===== src/rtl/biquad_cascade_equalizer_macros.svh =====
// ---------------------------------------------------------------------------
// Biquad cascade equalizer assertion macros
// Shared concurrent-assertion wrappers, clocked on clock, disabled in reset.
// ---------------------------------------------------------------------------
`ifndef BIQUAD_CASCADE_EQUALIZER_MACROS_SVH
`define BIQUAD_CASCADE_EQUALIZER_MACROS_SVH

// same-cycle implication
`define BEQ_ASSERT_HOLDS(lbl, ante, cons) \
   lbl: assert property (@(posedge clock) disable iff (reset) (ante) |-> (cons)) \
      else $error("biquad cascade equalizer: same-cycle check failed");

// next-cycle implication
`define BEQ_ASSERT_NEXT(lbl, ante, cons) \
   lbl: assert property (@(posedge clock) disable iff (reset) (ante) |=> (cons)) \
      else $error("biquad cascade equalizer: next-cycle check failed");

`endif


===== src/rtl/beq_pkg.sv =====
// ---------------------------------------------------------------------------
// Biquad cascade equalizer package
// Word types, fixed-point constants, microcode format and program ROM.
// ---------------------------------------------------------------------------
`default_nettype none

package beq_pkg;

   localparam int MAX_STAGES_DEF = 16;
   localparam int CHANNELS_DEF   = 2;

   localparam int SAMPLE_W = 24;
   localparam int COEF_W   = 32;
   localparam int PROD_W   = SAMPLE_W + COEF_W;
   localparam int ACC_W    = PROD_W + 2;     // five products
   localparam int FRAC_SH  = 29;              // Q3.29 coefficient fraction
   localparam int CSR_W    = 5;
   localparam int SLOTS    = 5;

   localparam logic signed [COEF_W-1:0] COEF_ONE   = 32'sh2000_0000;
   localparam logic signed [COEF_W:0]   FLAT_TOL   = 33'sd536871;
   localparam logic [ACC_W-1:0]         ROUND_HALF = ACC_W'(1) << (FRAC_SH - 1);

   localparam logic signed [SAMPLE_W-1:0] S24_MAX = 24'sh7F_FFFF;
   localparam logic signed [SAMPLE_W-1:0] S24_MIN = 24'sh80_0000;

   // item opcodes
   localparam logic OP_SAMPLE = 1'b0;
   localparam logic OP_COEF   = 1'b1;

   // register indexes
   localparam logic CSR_FILTER_ENABLE = 1'b0;
   localparam logic CSR_STAGES_IN_USE = 1'b1;

   // coefficient slots
   localparam logic [2:0] SLOT_B0 = 3'd0;
   localparam logic [2:0] SLOT_B1 = 3'd1;
   localparam logic [2:0] SLOT_B2 = 3'd2;
   localparam logic [2:0] SLOT_A1 = 3'd3;
   localparam logic [2:0] SLOT_A2 = 3'd4;

   // accumulator ops
   localparam logic [1:0] ACC_HOLD = 2'd0;
   localparam logic [1:0] ACC_CLR  = 2'd1;
   localparam logic [1:0] ACC_ADD  = 2'd2;
   localparam logic [1:0] ACC_SUB  = 2'd3;

   // jump conditions
   localparam logic [2:0] COND_ALWAYS     = 3'd0;
   localparam logic [2:0] COND_CLR_LAST   = 3'd1;
   localparam logic [2:0] COND_SAMPLE     = 3'd2;
   localparam logic [2:0] COND_FILTER     = 3'd3;
   localparam logic [2:0] COND_LAST_STAGE = 3'd4;
   localparam logic [2:0] COND_OUT_FREE   = 3'd5;

   // program steps
   localparam int STEP_W = 4;
   localparam logic [STEP_W-1:0] ST_CLR   = 4'd0;
   localparam logic [STEP_W-1:0] ST_IDLE  = 4'd1;
   localparam logic [STEP_W-1:0] ST_ROUTE = 4'd2;
   localparam logic [STEP_W-1:0] ST_MAC0  = 4'd3;
   localparam logic [STEP_W-1:0] ST_MAC1  = 4'd4;
   localparam logic [STEP_W-1:0] ST_MAC2  = 4'd5;
   localparam logic [STEP_W-1:0] ST_MAC3  = 4'd6;
   localparam logic [STEP_W-1:0] ST_MAC4  = 4'd7;
   localparam logic [STEP_W-1:0] ST_MAC5  = 4'd8;
   localparam logic [STEP_W-1:0] ST_MAC6  = 4'd9;
   localparam logic [STEP_W-1:0] ST_MAC7  = 4'd10;
   localparam logic [STEP_W-1:0] ST_EMIT  = 4'd11;

   typedef struct packed {
      logic                       op;
      logic signed [SAMPLE_W-1:0] sample_in;
      logic                       channel;
      logic [3:0]                 coef_stage;
      logic [2:0]                 coef_slot;
      logic signed [COEF_W-1:0]   coef_value;
   } req_word_type;

   typedef struct packed {
      logic signed [SAMPLE_W-1:0] sample_out;
      logic                       channel_out;
   } rsp_word_type;

   typedef struct packed {
      logic signed [SAMPLE_W-1:0] x1;
      logic signed [SAMPLE_W-1:0] x2;
      logic signed [SAMPLE_W-1:0] y1;
      logic signed [SAMPLE_W-1:0] y2;
   } dly_type;

   // datapath control
   typedef struct packed {
      logic       take;      // req_ready
      logic       clr_wr;    // clearing pass write
      logic       coef_rd;
      logic [2:0] rd_slot;
      logic       dly_rd;
      logic       mac_en;
      logic [2:0] mac_slot;
      logic [1:0] acc_op;
      logic       commit;    // stage end
      logic       emit;
   } dp_ctrl_type;

   // status into the sequencer
   typedef struct packed {
      logic sample_go;
      logic ch_ok;
      logic out_free;
      logic clr_last;
   } seq_stat_type;

   typedef struct packed {
      logic [2:0]        cond;
      logic [STEP_W-1:0] tgt_t;
      logic [STEP_W-1:0] tgt_f;
      dp_ctrl_type       dp;
   } ucode_type;

   function automatic ucode_type ucode_rom(input logic [STEP_W-1:0] step);
      ucode_type w;
      w = '0;
      w.cond  = COND_ALWAYS;
      w.tgt_t = step + STEP_W'(1);
      w.tgt_f = step + STEP_W'(1);
      case (step)
         ST_CLR: begin
            w.dp.clr_wr = 1'b1;
            w.cond      = COND_CLR_LAST;
            w.tgt_t     = ST_IDLE;
            w.tgt_f     = ST_CLR;
         end
         ST_IDLE: begin
            w.dp.take = 1'b1;
            w.cond    = COND_SAMPLE;
            w.tgt_t   = ST_ROUTE;
            w.tgt_f   = ST_IDLE;
         end
         ST_ROUTE: begin
            w.cond  = COND_FILTER;
            w.tgt_t = ST_MAC0;
            w.tgt_f = ST_EMIT;
         end
         ST_MAC0: begin
            w.dp.coef_rd = 1'b1;
            w.dp.rd_slot = SLOT_B0;
            w.dp.dly_rd  = 1'b1;
            w.dp.acc_op  = ACC_CLR;
         end
         ST_MAC1: begin
            w.dp.coef_rd  = 1'b1;
            w.dp.rd_slot  = SLOT_B1;
            w.dp.mac_en   = 1'b1;
            w.dp.mac_slot = SLOT_B0;
         end
         ST_MAC2: begin
            w.dp.coef_rd  = 1'b1;
            w.dp.rd_slot  = SLOT_B2;
            w.dp.mac_en   = 1'b1;
            w.dp.mac_slot = SLOT_B1;
            w.dp.acc_op   = ACC_ADD;
         end
         ST_MAC3: begin
            w.dp.coef_rd  = 1'b1;
            w.dp.rd_slot  = SLOT_A1;
            w.dp.mac_en   = 1'b1;
            w.dp.mac_slot = SLOT_B2;
            w.dp.acc_op   = ACC_ADD;
         end
         ST_MAC4: begin
            w.dp.coef_rd  = 1'b1;
            w.dp.rd_slot  = SLOT_A2;
            w.dp.mac_en   = 1'b1;
            w.dp.mac_slot = SLOT_A1;
            w.dp.acc_op   = ACC_ADD;
         end
         ST_MAC5: begin
            w.dp.mac_en   = 1'b1;
            w.dp.mac_slot = SLOT_A2;
            w.dp.acc_op   = ACC_SUB;
         end
         ST_MAC6: begin
            w.dp.acc_op = ACC_SUB;
         end
         ST_MAC7: begin
            w.dp.commit = 1'b1;
            w.cond      = COND_LAST_STAGE;
            w.tgt_t     = ST_EMIT;
            w.tgt_f     = ST_MAC0;
         end
         ST_EMIT: begin
            w.dp.emit = 1'b1;
            w.cond    = COND_OUT_FREE;
            w.tgt_t   = ST_IDLE;
            w.tgt_f   = ST_EMIT;
         end
         default: begin
            w.tgt_t = ST_IDLE;
            w.tgt_f = ST_IDLE;
         end
      endcase
      return w;
   endfunction

endpackage

`default_nettype wire


===== src/rtl/beq_sequencer.sv =====
// ---------------------------------------------------------------------------
// Biquad cascade sequencer
// Step counter over the microcode ROM, jump conditions, stage countdown.
// ---------------------------------------------------------------------------
`default_nettype none

module beq_sequencer #(
   parameter int MAX_STAGES = beq_pkg::MAX_STAGES_DEF
) (
   input  wire logic                       clock,
   input  wire logic                       reset,
   input  wire beq_pkg::seq_stat_type      stat,
   input  wire logic                       filter_enable,
   input  wire logic [beq_pkg::CSR_W-1:0]  stages_in_use,
   output beq_pkg::dp_ctrl_type            dp
);

   localparam int N_W = $clog2(MAX_STAGES + 1);
   localparam int M_W = (N_W > beq_pkg::CSR_W) ? N_W : beq_pkg::CSR_W;

   logic [beq_pkg::STEP_W-1:0] step_ff, step_in;
   logic [N_W-1:0]             rem_ff, rem_in;
   logic                       filter_on_ff, filter_on_in;
   beq_pkg::ucode_type         word;
   logic                       hit;
   logic [M_W-1:0]             n_wide;
   logic [N_W-1:0]             n_lim;

   assign word = beq_pkg::ucode_rom(step_ff);
   assign dp   = word.dp;

   assign n_wide = (M_W'(stages_in_use) > M_W'(MAX_STAGES)) ? M_W'(MAX_STAGES)
                                                            : M_W'(stages_in_use);
   assign n_lim  = N_W'(n_wide);

   always_comb begin
      case (word.cond)
         beq_pkg::COND_CLR_LAST:   hit = stat.clr_last;
         beq_pkg::COND_SAMPLE:     hit = stat.sample_go;
         beq_pkg::COND_FILTER:     hit = filter_on_ff;
         beq_pkg::COND_LAST_STAGE: hit = (rem_ff == N_W'(1));
         beq_pkg::COND_OUT_FREE:   hit = stat.out_free;
         default:                  hit = 1'b1;
      endcase
      step_in = hit ? word.tgt_t : word.tgt_f;
   end

   always_comb begin
      rem_in       = rem_ff;
      filter_on_in = filter_on_ff;
      if (stat.sample_go) begin
         rem_in       = n_lim;
         filter_on_in = filter_enable && stat.ch_ok && (n_lim != '0);
      end else if (word.dp.commit) begin
         rem_in = rem_ff - N_W'(1);
      end
   end

   always_ff @(posedge clock) begin
      if (reset) begin
         step_ff      <= beq_pkg::ST_CLR;
         rem_ff       <= '0;
         filter_on_ff <= 1'b0;
      end else begin
         step_ff      <= step_in;
         rem_ff       <= rem_in;
         filter_on_ff <= filter_on_in;
      end
   end

`include "biquad_cascade_equalizer_macros.svh"

   `BEQ_ASSERT_NEXT(a_sample_routes, stat.sample_go, step_ff == beq_pkg::ST_ROUTE)
   `BEQ_ASSERT_HOLDS(a_mac_has_stage,
      (step_ff >= beq_pkg::ST_MAC0) && (step_ff <= beq_pkg::ST_MAC7), rem_ff != '0)
   `BEQ_ASSERT_NEXT(a_last_stage_emits,
      (step_ff == beq_pkg::ST_MAC7) && (rem_ff == N_W'(1)), step_ff == beq_pkg::ST_EMIT)
   `BEQ_ASSERT_NEXT(a_emit_waits,
      (step_ff == beq_pkg::ST_EMIT) && !stat.out_free, step_ff == beq_pkg::ST_EMIT)

endmodule

`default_nettype wire


===== config.mk =====
export PLATFORM = sky130hd
export DESIGN_NAME = beq_sequencer
export DESIGN_NICKNAME = d
export VERILOG_FILES = /design/src/rtl/beq_pkg.sv /design/src/rtl/beq_sequencer.sv
export VERILOG_INCLUDE_DIRS = /design/src /design/src/rtl
export SDC_FILE = /design/constraint.sdc
export NUM_CORES = 1
export LEC_CHECK = 0
export CAP_MARGIN = 10
export CORE_MARGIN = 4
export CORE_UTILIZATION = 50
export DETAILED_ROUTE_END_ITERATION = 10
export DONT_BUFFER_PORTS = 1
export PLACE_DENSITY = 0.66
export SLEW_MARGIN = 20
export SYNTH_ARGS = -nofsm -noshare
export SYNTH_HDL_FRONTEND = slang
export SYNTH_SLANG_ARGS = --single-unit

===== constraint.sdc =====
create_clock -name clock -period 4.9 [get_ports clock]
set_input_delay 0.245 -clock clock [delete_from_list [all_inputs] [get_ports clock]]
set_output_delay 0.245 -clock clock [all_outputs]
set_load 0.005 [all_outputs]

Word level (Yosys, flattened, before mapping)
Index checks and enable logic that the tools add are counted.
{"block": "word_totals", "reg_bits": 10, "inputBits": 12, "output_inout_bits": 15, "word_cells": 46}
{"block": "op_classes", "n_addsub": 2, "n_lt_le_gt_ge": 1, "eq_ne": 17, "muxes": 15, "reduce_logical": 8}
{"operator": "$pmux 8 s6", "n": 1}
{"operator": "$pmux 4 s5", "n": 2}
{"operator": "$eq 4x3->1 const B", "n": 4}
{"operator": "$eq 4x4->1 const B", "n": 4}
{"operator": "$mux 5", "n": 3}
{"operator": "$pmux 3 s5", "n": 1}
{"operator": "$eq 4x2->1 const B", "n": 2}
{"operator": "$reduce_or 7->1", "n": 1}
{"operator": "$eq 3x2->1 const B", "n": 2}
{"operator": "$eq 3x3->1 const B", "n": 2}
{"operator": "$pmux 2 s3", "n": 1}
{"operator": "$eq 5x1->1 const B", "n": 1}
{"operator": "$gt 5x5->1 const B", "n": 1}
{"operator": "$mux 1", "n": 5}
{"operator": "$pmux 1 s5", "n": 1}
{"operator": "$reduce_bool 5->1", "n": 1}
{"operator": "$sub 5x1->5 const B", "n": 1}
{"operator": "$add 4x1->4 const B", "n": 1}
{"operator": "$eq 4x1->1 const B", "n": 1}
{"operator": "$logic_not 4->1", "n": 1}
{"operator": "$mux 4", "n": 1}
{"operator": "$eq 3x1->1 const B", "n": 1}
{"operator": "$reduce_or 3->1", "n": 1}
{"operator": "$logic_and 1x1->1", "n": 2}
{"operator": "other kinds (2)", "n": 2}

Logic depth before layout (Yosys ltp)
{"block": "depth", "ltp_word": 5, "mapped_depth": 8, "ltp_nobuf": 7}

Worst setup path before layout
Ideal clock, no wire load.
{"block": "synth_path", "kind": "register to register", "startpoint": "reg step_ff[0] (netlist name)", "endpoint": "reg step_ff[3] (netlist name)", "setup_time_ns": 0.116, "arrival_time_ns": 1.727, "setup_slack_ns": 3.057, "path_stages_with_launch": 8, "path_cell_list": "dfxtp_1 > inv_1 > ha_1 > buf_2 > nor4_1 > o31ai_1 > or3_1 > o211a_1"}
{"block": "synth_via", "elab_chain_len": 5}
{"item": "start, declared", "line": "beq_sequencer.sv:21", "rtl": "logic [beq_pkg::STEP_W-1:0] step_ff, step_in;"}
{"item": "start signal, assigned", "line": "beq_sequencer.sv:61", "rtl": "step_ff <= beq_pkg::ST_CLR;"}
{"item": "start signal, assigned", "line": "beq_sequencer.sv:65", "rtl": "step_ff <= step_in;"}
{"item": "$eq 4x4->1 (tied with other cells)", "line": "beq_pkg.sv:127", "rtl": "case (step)"}
{"item": "$pmux 3 s5", "line": "beq_pkg.sv:127"}
{"item": "$eq 3x3->1 (tied with other cells)", "line": "beq_sequencer.sv:37", "rtl": "case (word.cond)"}
{"item": "$pmux 1 s5", "line": "beq_sequencer.sv:37"}
{"item": "$mux 4 (*)", "line": "beq_sequencer.sv:45", "rtl": "step_in = hit ? word.tgt_t : word.tgt_f;"}
Every way passes the cells marked *; elsewhere a longest branch is shown, timed or not.
A chain may end at the register's enable or synchronous reset.

Worst setup path in the final report
Ends and elaborated chain as after synthesis.

==> metrics.txt <==
I/O pin cnt 27; Fill cells around 190; EDFF count, synth 0; Final #Nets 150; max-slew violations 0; Routed Antenna Nets 0; sw frac 0.487; most common cell in the netlist nor2_1; Yosys top cell area share 0.207; max cap viols 0; Clock power frac 0.136; Synth Instances around 140; drt drc 0; clk root buf clkbuf_4; Vias/cell 6.08; r2r endpoint step_ff[3]$_SDFF_PP0_; Critical Path End Type register; number of global-route vias before repair 907; DR iter-0 viols 19; share of layout cells above drive strength 1 0.0382; syn_area_per_cell 7.01 um2; combinational power share 0.637; WL per Instance 15.0 um; Final HPWL DP about 1700 um; die footprint approximately 2700 um2; PnR Total Power 0.000552 W; routability cong. 0.849; Hold Startpoint reset; PortBufs 0; multi-input combinational cell area 688 um2; slowest CP cell ha_1; Synth Cell Area just under 1000 um2; Int Pwr approximately 0.00028 W; Vias about 950; max frequency between 400 and 500 MHz; CP required about 5 ns; Hold Path Sink filter_on_ff$_SDFFE_PP0P_; Synth area leader dfxtp_1; Synth area leaders dfxtp_1, nor2_1, ha_1, a21oi_1, mux2i_1; Flop pwr share 0.227; post-route clock period utilization 0.470; WHS between 0.03 and 0.04 ns; setup tns final 0 ns; Final Setup Violations 0; antenna violations before repair 0; clk_skew 0.00741 ns; WL final around 2300 um; Cell Chain, Critical Path inv_1, ha_1, nor2_1, a221o_1, o2bb2ai_2, or3_1, o211a_1; Hold WC Path Type in2reg; post-route cell area about 990 um2; min cycle time layout ~2.3 ns; Reg area 200 um2; Leak approximately 0.36 nW; Netlist cell types 40; Syn Nets about 160; H-Tree Depth 1; worst slew pin tran 0.621 ns; Initial Util 0.542; post-synthesis async set-or-reset flop share 0; Startpoint Class register; Post-CTS Hold Buffers 0; Rows 15; Antenna diodes 0; sw power between 0.0002 and 0.0003 W; GR Util All Layers 0.197; critical path arrival 2.46 ns; Area after DPL ~950 um2; Hold Path Stages 1; unrepaired setup endpoints after global routing no; Seq cells post-synth 10; grt total ovfl 0; WS Path Type reg2reg; CTS Buf Count 3; CP max FO 15; CTS clk-pin slew, worst paths 0.07 ns; most frequent cells after synthesis nor2_1, dfxtp_1, a21oi_1, inv_1; clk_lat worst skew roughly 0.27 ns; PostCTS Resize Cnt 0; run status completed; Rel. slew slack 0.586; peak supply drop about 270 uV; Critical Path Max Stage Delay around 0.5 ns; internal reg-to-reg setup slack ~2.6 ns; Die X a little over 50 um; Sink Count 10; Setup Fix Bufs, Post-CTS 0; Synth Warn # 0; first-pass GRT wire length a little over 4000 um; DR pass1 iterations 4; core area about 1800 um2; Max Buffers Root-to-Sink 2; ys flop type dfxtp_1; TritonCTS clock tree built; die height 52.0 um; P per Cell Area between 500 and 600 nW/um2; Area growth syn-to-layout 1.94%; worst r2r path cells 7; Hold Violations, Final 0; largest net degree at the start of global routing 22; reg-to-reg startpoint step_ff[0]$_SDFF_PP0_; post-synthesis sequential area ratio 0.207
==> layout make-up <==
type,instances,share of cell area
multi-input cells,109,0.698
flip-flops and latches,10,0.203
clock buffers,4,0.0368
well taps,25,0.0317
inverters,8,0.0305
==> sequential cells by signal, indices dropped and copies added, names as in the netlist <==
register and count:
rem_ff 5, step_ff 4, filter_on_ff 1
==> cell families after synthesis <==
kind of cell,after synthesis,synth area share
buffers and inverters,19,0.0815
adder cells (fa/ha/maj),6,0.0776
AO/OA/AOI/OAI,37,0.261
multiplexers,4,0.0414
flip-flops,10,0.207
XOR/XNOR,4,0.0362
AND/OR/NAND/NOR,58,0.295
==> worst max-delay path by stage <==
stage	start	end	slack, ns	cells after the start
after CTS	step_ff[0]$_SDFF_PP0_	step_ff[3]$_SDFF_PP0_	2.64	7
after global routing	step_ff[0]$_SDFF_PP0_	step_ff[3]$_SDFF_PP0_	2.43	7
final	step_ff[0]$_SDFF_PP0_	step_ff[3]$_SDFF_PP0_	2.60	7
after global placement	step_ff[0]$_SDFF_PP0_	step_ff[3]$_SDFF_PP0_	2.75	7
after floorplan	step_ff[0]$_SDFF_PP0_	step_ff[3]$_SDFF_PP0_	3.06	7
after detailed placement	step_ff[0]$_SDFF_PP0_	step_ff[3]$_SDFF_PP0_	2.65	7
==> stage by stage <==
step | cells | utilization | setup slack [ns]
final | 156 | 0.553 | 2.60
after global routing | 156 | 0.553 | 2.43
after global placement | 152 | 0.533 | 2.75
after CTS | 156 | 0.553 | 2.64
after floorplan | 138 | - | 3.06
after detailed placement | 152 | 0.533 | 2.65
==> critical path: cells and delay by family (launching register included) <==
kind / cells / cell delay, ns
buffers and inverters: 1 / 0.15
AO/OA/AOI/OAI: 3 / 0.69
flip-flops: 1 / 0.34
adder cells (fa/ha/maj): 1 / 0.51
AND/OR/NAND/NOR: 2 / 0.52
==> power groups by stage <==
stage | clock network (W) | logic [W] | registers (W)
finish | 0.0000751 | 0.000351 | 0.000126
global route | 0.0000802 | 0.000391 | 0.000129
CTS | 0.0000770 | 0.000347 | 0.000125
detailed placement | 0 | 0.000344 | 0.000127
global placement | 0 | 0.000338 | 0.000126
floorplan | 0 | 0.000312 | 0.000107
==> cells in the final DEF (no fill, tap or decap), types with 2 or more instances in the layout <==
cell type,count
nor2_1,23
and2_1,3
o31ai_1,4
nand2_1,7
inv_1,8
nor2b_1,5
or3_1,2
a31oi_1,2
a211oi_1,5
o21ai_0,7
nand3_1,2
a21oi_1,8
xnor2_1,3
nor4_1,2
o22ai_1,2
dfxtp_1,10
ha_1,6
mux2i_1,4
clkbuf_4,3
nor3_1,7
==> per-layer routing <==
| layer | vias to the layer above | GRT usage | wire, um | part of all wire |
|---|---|---|---|---|
| met3 | 4 | 0.0659 | 161 | 0.069 |
| li1 | 472 | - | - | - |
| met1 | 444 | 0.264 | 1160 | 0.50 |
| met5 | - | 0 | 0 | 0 |
| met2 | 28 | 0.301 | 992 | 0.43 |
| met4 | 0 | 0.0480 | 23 | 0.0099 |
Power figures use the tool's default switching activity.
